`src/rtl/otrip_pkg.sv`:
```
// Shared types, constants and opcodes for the odometer and trip accumulator.
package otrip_pkg;

    // Fixed-point and unit settings
    localparam int FRAC_BITS   = 16;
    localparam int STEP_METRES = 100;
    localparam int KM_METRES   = 1000;
    localparam int TICK_DIV    = 360;

    // Field widths
    localparam int SPEED_W   = 16;
    localparam int ELAPSED_W = 10;
    localparam int EXTRA_W   = 8;
    localparam int LOAD_W    = 32;
    localparam int TRIP_W    = 16;
    localparam int ODO_W     = 32;
    localparam int CNT_W     = 32;
    localparam int ACC_W     = 48;

    // Stream widths
    localparam int OP_W         = 3;
    localparam int IN_FIELDS_W  = SPEED_W + ELAPSED_W + 1 + EXTRA_W + LOAD_W;
    localparam int IN_TDATA_W   = ((IN_FIELDS_W + 7) / 8) * 8;
    localparam int OUT_FIELDS_W = 2 * TRIP_W + ODO_W + 2 * CNT_W + 2;
    localparam int OUT_TDATA_W  = ((OUT_FIELDS_W + 7) / 8) * 8;
    localparam int CFG_DATA_W   = 32;

    // Distance: (p << FRAC_BITS) / 360 = p * DQ + (p * DR) / 360, p = speed * elapsed
    localparam int P_W       = SPEED_W + ELAPSED_W;
    localparam int DQ        = (1 << FRAC_BITS) / TICK_DIV;
    localparam int DR        = (1 << FRAC_BITS) % TICK_DIV;
    localparam int DQ_W      = $clog2(DQ + 1);
    localparam int DR_W      = $clog2(DR + 1);
    localparam int HI_W      = P_W + DQ_W;
    localparam int Y_W       = P_W + DR_W;
    // reciprocal error stays below 360 < 2^9, so the floor is exact for y < 2^Y_W
    localparam int RCP_SHIFT = Y_W + 9;
    localparam longint unsigned RCP =
        ((64'd1 << RCP_SHIFT) + TICK_DIV - 1) / TICK_DIV;
    localparam int RCP_W     = RCP_SHIFT - 8;
    localparam int LO_W      = Y_W - 8;
    localparam int D_W       = P_W + FRAC_BITS - 8;

    // Extra hundreds term
    localparam int STEP_W = $clog2(STEP_METRES + 1);
    localparam int EXTM_W = EXTRA_W + STEP_W;

    // Remainder of a loaded trip value modulo the km/step ratio
    localparam int RATIO_RAW = KM_METRES / STEP_METRES;
    localparam int RATIO     = (RATIO_RAW == 0) ? 1 : RATIO_RAW;
    localparam int RAT_L     = $clog2(RATIO);
    localparam int LD_SHIFT  = LOAD_W + RAT_L;
    localparam longint unsigned LD_RCP =
        ((64'd1 << LD_SHIFT) + RATIO - 1) / RATIO;
    localparam int LD_RCP_W  = LOAD_W + 1;
    localparam int REM_W     = (RAT_L > 0) ? RAT_L : 1;

    // Fixed-point thresholds and limits
    localparam logic [ACC_W-1:0] STEP_FX = ACC_W'(STEP_METRES) << FRAC_BITS;
    localparam logic [ACC_W-1:0] KM_FX   = ACC_W'(KM_METRES) << FRAC_BITS;
    localparam logic [ACC_W-1:0] ACC_MAX = '1;
    localparam logic [CNT_W-1:0] AVG_MAX = {{(CNT_W-1){1'b1}}, 1'b0};
    localparam logic [ODO_W-1:0] ODO_INVALID = '1;

    // Reset values of the configuration registers
    localparam logic [TRIP_W-1:0] TRIP_LIMIT_RST = TRIP_W'(10000);
    localparam logic [ODO_W-1:0]  ODO_LIMIT_RST  = ODO_W'(999999);

    typedef enum logic [OP_W-1:0] {
        OP_TICK       = 3'd0,
        OP_CLR_TRIP1  = 3'd1,
        OP_CLR_TRIP2  = 3'd2,
        OP_CLR_ODO    = 3'd3,
        OP_LOAD_ODO   = 3'd4,
        OP_LOAD_TRIP1 = 3'd5,
        OP_LOAD_TRIP2 = 3'd6
    } t_opcode;

    typedef enum logic [0:0] {
        CFG_TRIP_LIMIT = 1'b0,
        CFG_ODO_LIMIT  = 1'b1
    } t_cfg_idx;

    typedef struct packed {
        t_opcode                opcode;
        logic [SPEED_W-1:0]     speed;
        logic [ELAPSED_W-1:0]   elapsed;
        logic                   ign;
        logic [EXTRA_W-1:0]     extra;
        logic [LOAD_W-1:0]      load;
    } t_req;

    typedef struct packed {
        t_opcode            opcode;
        logic               moving;
        logic [LOAD_W-1:0]  load;
    } t_ctl;

    typedef struct packed {
        t_opcode            opcode;
        logic               moving;
        logic [LOAD_W-1:0]  load;
        logic [D_W-1:0]     dist_fx;
        logic [ACC_W-1:0]   dist_ext;
        logic [ACC_W-1:0]   rest;
    } t_work;

    typedef struct packed {
        logic [TRIP_W-1:0]  trip_one;
        logic [TRIP_W-1:0]  trip_two;
        logic [ODO_W-1:0]   odometer_km;
        logic [CNT_W-1:0]   fuel_avg_distance;
        logic [CNT_W-1:0]   this_trip_distance;
        logic               trip_store_request;
        logic               odo_store_request;
    } t_result;

endpackage

```
`src/rtl/otrip_dist.sv`:
```
// Distance pipeline: input register, speed*time product, constant division by 360.
module otrip_dist
    import otrip_pkg::*;
(
    input  logic    i_clk,
    input  logic    i_rst_n,
    input  logic    i_valid,
    input  t_req    i_req,
    output logic    o_ready,
    output logic    o_valid,
    output t_work   o_work,
    input  logic    i_ready
);

    logic rdy_a, rdy_b, rdy_c, rdy_d, rdy_e;

    logic r_a_v, r_b_v, r_c_v, r_d_v, r_e_v;

    t_req                   r_a_req;

    t_ctl                   r_b_ctl;
    logic [P_W-1:0]         r_b_prod;
    logic [EXTM_W-1:0]      r_b_extm;
    logic [LOAD_W-1:0]      r_b_quo;

    t_ctl                   r_c_ctl;
    logic [HI_W-1:0]        r_c_hi;
    logic [Y_W-1:0]         r_c_y;
    logic [EXTM_W-1:0]      r_c_extm;
    logic [REM_W-1:0]       r_c_rem;

    t_ctl                   r_d_ctl;
    logic [HI_W-1:0]        r_d_hi;
    logic [LO_W-1:0]        r_d_lo;
    logic [EXTM_W-1:0]      r_d_extm;
    logic [ACC_W-1:0]       r_d_rest;

    t_work                  r_e_work;

    logic [LOAD_W+LD_RCP_W-1:0] quo_full;
    logic [LOAD_W-1:0]          rem_full;
    logic [Y_W+RCP_W-1:0]       lo_full;
    logic [ACC_W-1:0]           dist_sum;

    // a stage takes new data when it is empty or its contents move on
    assign rdy_e   = !r_e_v || i_ready;
    assign rdy_d   = !r_d_v || rdy_e;
    assign rdy_c   = !r_c_v || rdy_d;
    assign rdy_b   = !r_b_v || rdy_c;
    assign rdy_a   = !r_a_v || rdy_b;
    assign o_ready = rdy_a;
    assign o_valid = r_e_v;
    assign o_work  = r_e_work;

    assign quo_full = (LOAD_W+LD_RCP_W)'(r_a_req.load) * (LOAD_W+LD_RCP_W)'(LD_RCP);
    assign rem_full = r_b_ctl.load - LOAD_W'(r_b_quo * LOAD_W'(RATIO));
    assign lo_full  = (Y_W+RCP_W)'(r_c_y) * (Y_W+RCP_W)'(RCP);
    assign dist_sum = ACC_W'(r_d_hi) + ACC_W'(r_d_lo);

    always_ff @(posedge i_clk) begin
        if (!i_rst_n) begin
            r_a_v <= 1'b0;
            r_b_v <= 1'b0;
            r_c_v <= 1'b0;
            r_d_v <= 1'b0;
            r_e_v <= 1'b0;
        end else begin
            if (rdy_a) r_a_v <= i_valid;
            if (rdy_b) r_b_v <= r_a_v;
            if (rdy_c) r_c_v <= r_b_v;
            if (rdy_d) r_d_v <= r_c_v;
            if (rdy_e) r_e_v <= r_d_v;
        end
    end

    always_ff @(posedge i_clk) begin
        if (rdy_a) begin
            r_a_req <= i_req;
        end
        if (rdy_b) begin
            r_b_ctl.opcode <= r_a_req.opcode;
            r_b_ctl.moving <= r_a_req.ign && (r_a_req.speed != '0);
            r_b_ctl.load   <= r_a_req.load;
            r_b_prod       <= P_W'(r_a_req.speed) * P_W'(r_a_req.elapsed);
            r_b_extm       <= EXTM_W'(r_a_req.extra) * EXTM_W'(STEP_METRES);
            r_b_quo        <= LOAD_W'(quo_full >> LD_SHIFT);
        end
        if (rdy_c) begin
            r_c_ctl  <= r_b_ctl;
            r_c_hi   <= HI_W'(r_b_prod) * HI_W'(DQ);
            r_c_y    <= Y_W'(r_b_prod) * Y_W'(DR);
            r_c_extm <= r_b_extm;
            r_c_rem  <= rem_full[REM_W-1:0];
        end
        if (rdy_d) begin
            r_d_ctl  <= r_c_ctl;
            r_d_hi   <= r_c_hi;
            r_d_lo   <= LO_W'(lo_full >> RCP_SHIFT);
            r_d_extm <= r_c_extm;
            r_d_rest <= (ACC_W'(r_c_rem) * ACC_W'(STEP_METRES)) << FRAC_BITS;
        end
        if (rdy_e) begin
            r_e_work.opcode   <= r_d_ctl.opcode;
            r_e_work.moving   <= r_d_ctl.moving;
            r_e_work.load     <= r_d_ctl.load;
            r_e_work.dist_fx  <= dist_sum[D_W-1:0];
            r_e_work.dist_ext <= dist_sum + (ACC_W'(r_d_extm) << FRAC_BITS);
            r_e_work.rest     <= r_d_rest;
        end
    end

endmodule

```
`src/rtl/otrip_state.sv`:
```
// Accumulator, trip and odometer state with the result register.
module otrip_state
    import otrip_pkg::*;
(
    input  logic                i_clk,
    input  logic                i_rst_n,
    input  logic                i_valid,
    input  t_work               i_work,
    output logic                o_ready,
    input  logic [TRIP_W-1:0]   i_trip_limit,
    input  logic [ODO_W-1:0]    i_odo_limit,
    output logic                o_valid,
    output t_result             o_result,
    input  logic                i_ready
);

    logic [ACC_W-1:0]   r_hacc, n_hacc;
    logic [ACC_W-1:0]   r_kacc, n_kacc;
    logic [TRIP_W-1:0]  r_trip1, n_trip1;
    logic [TRIP_W-1:0]  r_trip2, n_trip2;
    logic [ODO_W-1:0]   r_odo, n_odo;
    logic [CNT_W-1:0]   r_avg, n_avg;
    logic [CNT_W-1:0]   r_run, n_run;
    logic               r_out_v;
    t_result            r_out, n_out;

    logic               fire;
    logic [ACC_W:0]     h_sum, k_sum;
    logic [ACC_W-1:0]   h_new, k_new;
    logic [TRIP_W:0]    t1, t2;
    logic [ODO_W:0]     odo_inc;
    logic               trip_req, odo_req;

    assign o_ready  = !r_out_v || i_ready;
    assign fire     = i_valid && o_ready;
    assign o_valid  = r_out_v;
    assign o_result = r_out;

    always_comb begin
        n_hacc   = r_hacc;
        n_kacc   = r_kacc;
        n_trip1  = r_trip1;
        n_trip2  = r_trip2;
        n_odo    = r_odo;
        n_avg    = r_avg;
        n_run    = r_run;
        trip_req = 1'b0;
        odo_req  = 1'b0;
        h_sum    = {1'b0, r_hacc} + (ACC_W+1)'(i_work.dist_fx);
        k_sum    = {1'b0, r_kacc} + {1'b0, i_work.dist_ext};
        h_new    = h_sum[ACC_W] ? ACC_MAX : h_sum[ACC_W-1:0];
        k_new    = k_sum[ACC_W] ? ACC_MAX : k_sum[ACC_W-1:0];
        t1       = {1'b0, r_trip1} + 1'b1;
        t2       = {1'b0, r_trip2} + 1'b1;
        odo_inc  = {1'b0, r_odo} + 1'b1;

        unique case (i_work.opcode)
            OP_TICK: begin
                if (i_work.moving) begin
                    // at most one 100 m step per tick
                    if (h_new >= STEP_FX) begin
                        h_new   = h_new - STEP_FX;
                        n_avg   = (r_avg >= AVG_MAX) ? AVG_MAX : r_avg + 1'b1;
                        n_run   = r_run + 1'b1;
                        n_trip1 = t1[TRIP_W-1:0];
                        n_trip2 = t2[TRIP_W-1:0];
                        if (t1 >= {1'b0, i_trip_limit}) begin
                            n_trip1 = '0;
                            h_new   = '0;
                            k_new   = '0;
                        end
                        if (t2 >= {1'b0, i_trip_limit}) begin
                            n_trip2 = '0;
                            h_new   = '0;
                            k_new   = '0;
                        end
                        trip_req = 1'b1;
                    end
                    // at most one km step per tick; all ones freezes the odometer
                    if (k_new >= KM_FX) begin
                        k_new = k_new - KM_FX;
                        if (r_odo != ODO_INVALID) begin
                            if (odo_inc > {1'b0, i_odo_limit}) begin
                                n_odo = i_odo_limit;
                            end else begin
                                n_odo   = odo_inc[ODO_W-1:0];
                                odo_req = 1'b1;
                            end
                        end
                    end
                    n_hacc = h_new;
                    n_kacc = k_new;
                end
            end
            OP_CLR_TRIP1: begin
                n_trip1  = '0;
                n_hacc   = '0;
                n_kacc   = '0;
                trip_req = 1'b1;
            end
            OP_CLR_TRIP2: begin
                n_trip2 = '0;
                n_hacc  = '0;
                n_kacc  = '0;
            end
            OP_CLR_ODO: begin
                n_odo   = '0;
                n_kacc  = '0;
                odo_req = 1'b1;
            end
            OP_LOAD_ODO: begin
                n_odo = i_work.load[ODO_W-1:0];
            end
            OP_LOAD_TRIP1: begin
                n_trip1 = i_work.load[TRIP_W-1:0];
                n_kacc  = i_work.rest;
            end
            OP_LOAD_TRIP2: begin
                n_trip2 = i_work.load[TRIP_W-1:0];
                n_kacc  = i_work.rest;
            end
            default: begin
            end
        endcase

        n_out.trip_one           = n_trip1;
        n_out.trip_two           = n_trip2;
        n_out.odometer_km        = n_odo;
        n_out.fuel_avg_distance  = n_avg;
        n_out.this_trip_distance = n_run;
        n_out.trip_store_request = trip_req;
        n_out.odo_store_request  = odo_req;
    end

    always_ff @(posedge i_clk) begin
        if (!i_rst_n) begin
            r_hacc  <= '0;
            r_kacc  <= '0;
            r_trip1 <= '0;
            r_trip2 <= '0;
            r_odo   <= '0;
            r_avg   <= '0;
            r_run   <= '0;
            r_out_v <= 1'b0;
        end else begin
            if (fire) begin
                r_hacc  <= n_hacc;
                r_kacc  <= n_kacc;
                r_trip1 <= n_trip1;
                r_trip2 <= n_trip2;
                r_odo   <= n_odo;
                r_avg   <= n_avg;
                r_run   <= n_run;
            end
            if (o_ready) r_out_v <= i_valid;
        end
    end

    always_ff @(posedge i_clk) begin
        if (fire) r_out <= n_out;
    end

endmodule

```
`src/rtl/odometer_trip_accumulator_core.sv`:
```
// Top level of the odometer and trip accumulator: stream ports and configuration registers.
//
// Takes one request per clock while the output is not stalled and returns one result per
// request, in order, showing the trip counters, odometer and distance counters after that
// request. Five registered stages turn speed and elapsed time into metres (product,
// division by 360 through a reciprocal multiply, sum), and the state stage updates the
// accumulators and counters and loads the result register. The state stage takes one
// request per cycle while the result stream is not stalled. The input side stays ready while
// results wait, until the pipeline is full. Configuration writes are always accepted and
// must only happen while no request is in flight. There is no clearing pass after reset.
module odometer_trip_accumulator_core
    import otrip_pkg::*;
(
    input  logic                    i_clk,
    input  logic                    i_rst_n,
    // request stream
    input  logic                    s_axis_tvalid,
    output logic                    s_axis_tready,
    // speed[15:0], elapsed_ms[25:16], ignition_on[26], extra_hundreds[34:27],
    // load_value[66:35], zero padding above
    input  logic [IN_TDATA_W-1:0]   s_axis_tdata,
    // opcode[2:0]
    input  logic [OP_W-1:0]         s_axis_tuser,
    // result stream
    output logic                    m_axis_tvalid,
    input  logic                    m_axis_tready,
    // trip_one[15:0], trip_two[31:16], odometer_km[63:32], fuel_avg_distance[95:64],
    // this_trip_distance[127:96], trip_store_request[128], odo_store_request[129],
    // zero padding above
    output logic [OUT_TDATA_W-1:0]  m_axis_tdata,
    // configuration writes
    input  logic                    i_cfg_valid,
    output logic                    o_cfg_ready,
    input  logic                    i_cfg_index,
    input  logic [CFG_DATA_W-1:0]   i_cfg_data
);

    logic [TRIP_W-1:0]  r_trip_limit;
    logic [ODO_W-1:0]   r_odo_limit;

    t_req       req;
    logic       work_valid, work_ready;
    t_work      work;
    t_result    result;

    assign o_cfg_ready = 1'b1;

    always_ff @(posedge i_clk) begin
        if (!i_rst_n) begin
            r_trip_limit <= TRIP_LIMIT_RST;
            r_odo_limit  <= ODO_LIMIT_RST;
        end else if (i_cfg_valid && o_cfg_ready) begin
            unique case (t_cfg_idx'(i_cfg_index))
                CFG_TRIP_LIMIT: r_trip_limit <= i_cfg_data[TRIP_W-1:0];
                CFG_ODO_LIMIT:  r_odo_limit  <= i_cfg_data[ODO_W-1:0];
                default: begin
                end
            endcase
        end
    end

    assign req.opcode  = t_opcode'(s_axis_tuser);
    assign req.speed   = s_axis_tdata[15:0];
    assign req.elapsed = s_axis_tdata[25:16];
    assign req.ign     = s_axis_tdata[26];
    assign req.extra   = s_axis_tdata[34:27];
    assign req.load    = s_axis_tdata[66:35];

    otrip_dist u_dist (
        .i_clk   (i_clk),
        .i_rst_n (i_rst_n),
        .i_valid (s_axis_tvalid),
        .i_req   (req),
        .o_ready (s_axis_tready),
        .o_valid (work_valid),
        .o_work  (work),
        .i_ready (work_ready)
    );

    otrip_state u_state (
        .i_clk        (i_clk),
        .i_rst_n      (i_rst_n),
        .i_valid      (work_valid),
        .i_work       (work),
        .o_ready      (work_ready),
        .i_trip_limit (r_trip_limit),
        .i_odo_limit  (r_odo_limit),
        .o_valid      (m_axis_tvalid),
        .o_result     (result),
        .i_ready      (m_axis_tready)
    );

    assign m_axis_tdata = {
        (OUT_TDATA_W-OUT_FIELDS_W)'(0),
        result.odo_store_request,
        result.trip_store_request,
        result.this_trip_distance,
        result.fuel_avg_distance,
        result.odometer_km,
        result.trip_two,
        result.trip_one
    };

    // average-fuel distance saturates one below all ones
    a_avg_sat: assert property (@(posedge i_clk) disable iff (!i_rst_n)
        m_axis_tvalid |-> (m_axis_tdata[95:64] != ~AVG_MAX + AVG_MAX))
        else $error("fuel average distance reached all ones");

    // an odometer store request never carries a value above the limit
    a_odo_req_limit: assert property (@(posedge i_clk) disable iff (!i_rst_n)
        (m_axis_tvalid && m_axis_tdata[129]) |-> (m_axis_tdata[63:32] <= r_odo_limit))
        else $error("odometer store request above limit");

    // with the result register empty the whole pipeline can take a request
    a_ready_when_drained: assert property (@(posedge i_clk) disable iff (!i_rst_n)
        (!m_axis_tvalid && !work_valid) |-> s_axis_tready)
        else $error("input stalled with empty output");

    // a store request for trip one follows only a tick or a trip one clear
    a_trip_req_cause: assert property (@(posedge i_clk) disable iff (!i_rst_n)
        (work_valid && work_ready && work.opcode != OP_TICK
            && work.opcode != OP_CLR_TRIP1) |=> !m_axis_tdata[128])
        else $error("unexpected trip store request");

endmodule
```
`config.mk`:
```
export PLATFORM = sky130hd
export DESIGN_NAME = odometer_trip_accumulator_core
export DESIGN_NICKNAME = d
export VERILOG_FILES = /design/src/rtl/otrip_pkg.sv /design/src/rtl/otrip_dist.sv /design/src/rtl/otrip_state.sv /design/src/rtl/odometer_trip_accumulator_core.sv
export SDC_FILE = /design/constraint.sdc
export NUM_CORES = 2
export LEC_CHECK = 0
export BUFFER_PORTS_ARGS = -buffer_cell sky130_fd_sc_hd__buf_2
export CAP_MARGIN = 20
export CORE_MARGIN = 5
export CORE_UTILIZATION = 35
export CTS_CLUSTER_DIAMETER = 60
export DETAILED_ROUTE_END_ITERATION = 8
export PLACE_DENSITY = 0.49
export SLEW_MARGIN = 20
export SYNTH_ARGS = -nofsm -noshare
export SYNTH_HDL_FRONTEND = slang
export SYNTH_SLANG_ARGS = --single-unit
```
`constraint.sdc`:
```
create_clock -name i_clk -period 8.1 [get_ports i_clk]
set_clock_uncertainty 0.1 [all_clocks]
set_input_delay 0.405 -clock i_clk [delete_from_list [all_inputs] [get_ports i_clk]]
set_output_delay 0.405 -clock i_clk [all_outputs]
set_load 0.01 [all_outputs]
```
==> impl_summary.log <==
[metrics] Worst Path Required: 8460 ps
[metrics] Synth Instances: 7062
[metrics] buffer type at the clock tree root: sky130_fd_sc_hd__clkbuf_16
[metrics] routed wire length: 205 mm
[metrics] endpoints failing hold: 0
[metrics] beginning of the critical path: u_dist.r_c_y[11]$_DFFE_PP_
[metrics] die outline area: 216000 sq um
[metrics] Reg-to-Reg Start: u_dist.r_c_y[11]$_DFFE_PP_
[metrics] multi-input combinational cell area: 43800 sq um
[metrics] Setup Total Neg Slack: 0 ps
[metrics] library cell occupying the most area in the post-synthesis netlist: sky130_fd_sc_hd__edfxtp_1
[metrics] Initial Util: 35.2%
[metrics] ratio of cells with drive above 1 in the final layout: 8.72%
[metrics] internal reg-to-reg setup slack: 420 ps
[metrics] number of input and output port buffers inserted: 239
[metrics] DR pass1 iterations: 6
[metrics] Final Max Tran Viols: 0
[metrics] Synth-to-Final Area Change: 13.2%
[metrics] final global-route overflow total: 0
[metrics] standard cell with the maximum stage delay on the critical path: sky130_fd_sc_hd__fa_1
[metrics] final period utilization: 94.8%
[metrics] CTS tree: yes
[metrics] Core Area: 205000 sq um
[metrics] proportion of netlist area held by the largest area contributor: 24.8%
[metrics] critical path startpoint category: flip-flop
[metrics] maximum number of pins on one net before global-route repair: 85
[metrics] first-iteration detailed-routing DRC count: 3074
[metrics] RSZ-0062 raised after global routing: no
[metrics] Syn. warnings: 0
[metrics] Remaining DRCs: 0
[metrics] data arrival time of the worst path: 8040 ps
[metrics] DIE WIDTH: 464 um
[metrics] number of enable-type register cells in the synthesized netlist: 596
[metrics] Core Rows: 166
[metrics] clock-pin slew on the worst setup and hold paths: 60 ps
[metrics] run status: complete, no violations
[metrics] vias in the first global route: 52400
[metrics] mapped cell area: 72200 sq um
[metrics] count of different cell masters after synthesis: 100
[metrics] final net count: 8964
[metrics] endpoint kind of the worst setup timing path: flip-flop
[metrics] timing endpoint of the critical path: u_dist.r_d_lo[13]$_DFFE_PP_
[metrics] Setup CP Type: flip-flop to flip-flop
[metrics] wire length of the first global-routing pass: 318 mm
[metrics] Fin Hold WS: 86.1 ps
[metrics] Tightest Pin Transition: 1190 ps
[metrics] worst-case headroom to the max-slew limit: 19.9%
[metrics] count of max-cap constraint violations: 0
[metrics] area of all sequential standard cells: 23500 sq um
[metrics] insertion delay to the later sink of the worst-skew pair: 780 ps
[metrics] share of the yosys chip area belonging to registers: 32.5%
[metrics] final HPWL from detailed placement: 163 mm
[metrics] clk sinks: 874
[metrics] ratio of routed vias to standard cells: 5.01
[metrics] post-layout minimum cycle time: 7680 ps
[metrics] worst r2r path cells: 28
[metrics] placer's final routability congestion estimate: 0.911
[metrics] FF+latch count, synth: 874
[metrics] average detailed-routed wire length per instance: 20.1 um
[metrics] leading cell type by number of instances after synthesis: sky130_fd_sc_hd__inv_1
[metrics] crit-path most repeated cell: sky130_fd_sc_hd__fa_1
[metrics] top post-synthesis cells by count: sky130_fd_sc_hd__inv_1 (1104), sky130_fd_sc_hd__ha_1 (780), sky130_fd_sc_hd__fa_1 (688)
[metrics] f_max: 130 MHz
[metrics] destination of the worst register-to-register timing path: u_dist.r_d_lo[13]$_DFFE_PP_
[metrics] type of the tightest min-delay check: input port to flip-flop
[metrics] Chip Height: 464 um
[metrics] Top FF cell, synth: sky130_fd_sc_hd__edfxtp_1
[metrics] via count: 51000
[metrics] top post-synthesis cells by area: sky130_fd_sc_hd__edfxtp_1 (25%), sky130_fd_sc_hd__fa_1 (19%), sky130_fd_sc_hd__ha_1 (14%), sky130_fd_sc_hd__dfxtp_1 (7.7%), sky130_fd_sc_hd__inv_1 (5.7%)
[metrics] Routed Antenna Nets: 0
[metrics] number of antenna violations at the first check in global routing: 11
[metrics] Top Ports: 252
[metrics] total of endpoints with negative setup slack in the final report: 0
[metrics] maximum cell stage delay along the critical path: 570 ps
[metrics] Avg Synthesized Cell Area: 10.2 sq um
[metrics] fill cell instance count of the final layout: 20000
[metrics] H-tree depth: 3
[metrics] number of buffers added by the clock tree synthesis step: 116
[metrics] share of flip-flops with an asynchronous set or reset: 0%
[metrics] maximum clock path buffer count: 3
[metrics] total routing usage reported by global routing: 18.9%
[metrics] critical path fanouts, max: 5
## through the flow
stage	instances	setup WS, ps	utilization [%]	area, sq um
4_1_cts	10200	354	39.8	81700
5_1_grt	10200	11.0	39.9	81800
3_5_place_dp	9840	407	37.4	76700
3_3_place_gp	9840	433	37.4	76700
6_report	10200	418	39.9	81800
2_1_floorplan	7068	1010	-	72300
## registers in the layout, indices dropped and copies added (netlist names), 16 cells and up
signal	cells
u_state.r_kacc	48
u_state.r_trip1	16
u_state.o_result	130
u_state.r_trip2	16
r_trip_limit	16
u_dist.r_a_req	70
u_dist.r_b_prod	26
u_state.r_odo	32
r_odo_limit	32
u_dist.r_d_lo	22
u_state.r_run	32
u_dist.r_d_ctl	36
u_dist.o_work	96
u_state.r_hacc	48
u_dist.r_d_hi	33
u_dist.r_b_ctl	36
u_dist.r_c_hi	33
u_dist.r_c_y	25
u_state.r_avg	32
u_dist.r_c_ctl	35
## cells by family after synthesis
kind of cell | synth area share (%)
other | 0.0104
adders and majority gates | 32.6
buffers and inverters | 7.05
and+or+nand+nor | 10.7
DFF | 32.5
xor gates and xnor gates | 4.78
AOI/OAI and AO/OA | 11.6
muxes | 0.760
## metal layers
layer	GRT usage (%)	vias to the layer above	part of all wire (%)
met2	30.9	1025	46
met5	0	-	0.0063
met4	5.18	2	2.6
met1	26.6	25200	47
li1	-	24600	-
met3	2.36	203	4.3
## cell usage in the layout, fill, tap and decap left out, types with 25 or more instances in the layout
cell type	count
sky130_fd_sc_hd__a211oi_1	26
sky130_fd_sc_hd__a21o_1	102
sky130_fd_sc_hd__a21oi_1	395
sky130_fd_sc_hd__a22oi_1	33
sky130_fd_sc_hd__a31oi_1	57
sky130_fd_sc_hd__and2_1	114
sky130_fd_sc_hd__and3_1	81
sky130_fd_sc_hd__buf_2	238
sky130_fd_sc_hd__buf_4	86
sky130_fd_sc_hd__clkbuf_16	118
sky130_fd_sc_hd__dfxtp_1	278
sky130_fd_sc_hd__dlygate4sd3_1	104
sky130_fd_sc_hd__edfxtp_1	596
sky130_fd_sc_hd__fa_1	688
sky130_fd_sc_hd__ha_1	777
sky130_fd_sc_hd__inv_1	1101
sky130_fd_sc_hd__mux2i_1	47
sky130_fd_sc_hd__nand2_1	593
sky130_fd_sc_hd__nand2b_1	33
sky130_fd_sc_hd__nand3_1	155
sky130_fd_sc_hd__nand4_1	73
sky130_fd_sc_hd__nor2_1	338
sky130_fd_sc_hd__nor2b_1	37
sky130_fd_sc_hd__nor3_1	75
sky130_fd_sc_hd__o211ai_1	45
sky130_fd_sc_hd__o21a_1	48
sky130_fd_sc_hd__o21ai_0	316
sky130_fd_sc_hd__o21bai_1	40
sky130_fd_sc_hd__or3_1	25
sky130_fd_sc_hd__xnor2_1	245
sky130_fd_sc_hd__xor2_1	149
## how the worst min path moves through the flow
stage	endpoint	slack (ps)	startpoint	depth (start not counted)
floorplan	u_dist.o_work[130]$_DFFE_PP_	300	u_dist.r_d_ctl[0]$_DFFE_PP_	0
global placement	u_dist.o_work[133]$_DFFE_PP_	300	u_dist.r_d_ctl[3]$_DFFE_PP_	0
detailed placement	u_dist.o_work[144]$_DFFE_PP_	300	u_dist.r_d_ctl[14]$_DFFE_PP_	0
CTS	r_odo_limit[2]$_SDFFE_PN1P_	6	i_rst_n	2
global route	r_odo_limit[2]$_SDFFE_PN1P_	50	i_rst_n	2
finish	r_odo_limit[2]$_SDFFE_PN1P_	90	i_rst_n	2
## cell type report
type                       count  area share [%]
multi-input combinational   4853            53.6
sequential                   874            28.7
inverter                    1106            5.09
tap                         2688            4.11
clock buffer                 134            3.70
timing repair buffer         432            3.62
clock inverter                86            1.18
antenna                        6          0.0184
## critical path: cells and delay by family (launching register included)
family / cells / cell delay, ps
simple gates: 2 / 200
compound gates: 12 / 2320
flops: 1 / 500
fa+ha+maj: 8 / 3660
buf+inv: 6 / 640
## repair_timing
item,4_1_cts,5_1_grt
hold buffers,104,0
endpoints found under the hold margin,121,0
setup endpoints to repair,0,7
gates resized for setup,0,6
setup buffers,0,9
Power is left out: the tool's default activity adds up to more than one toggle a clock period on the data nets, which glitch-free logic cannot reach.
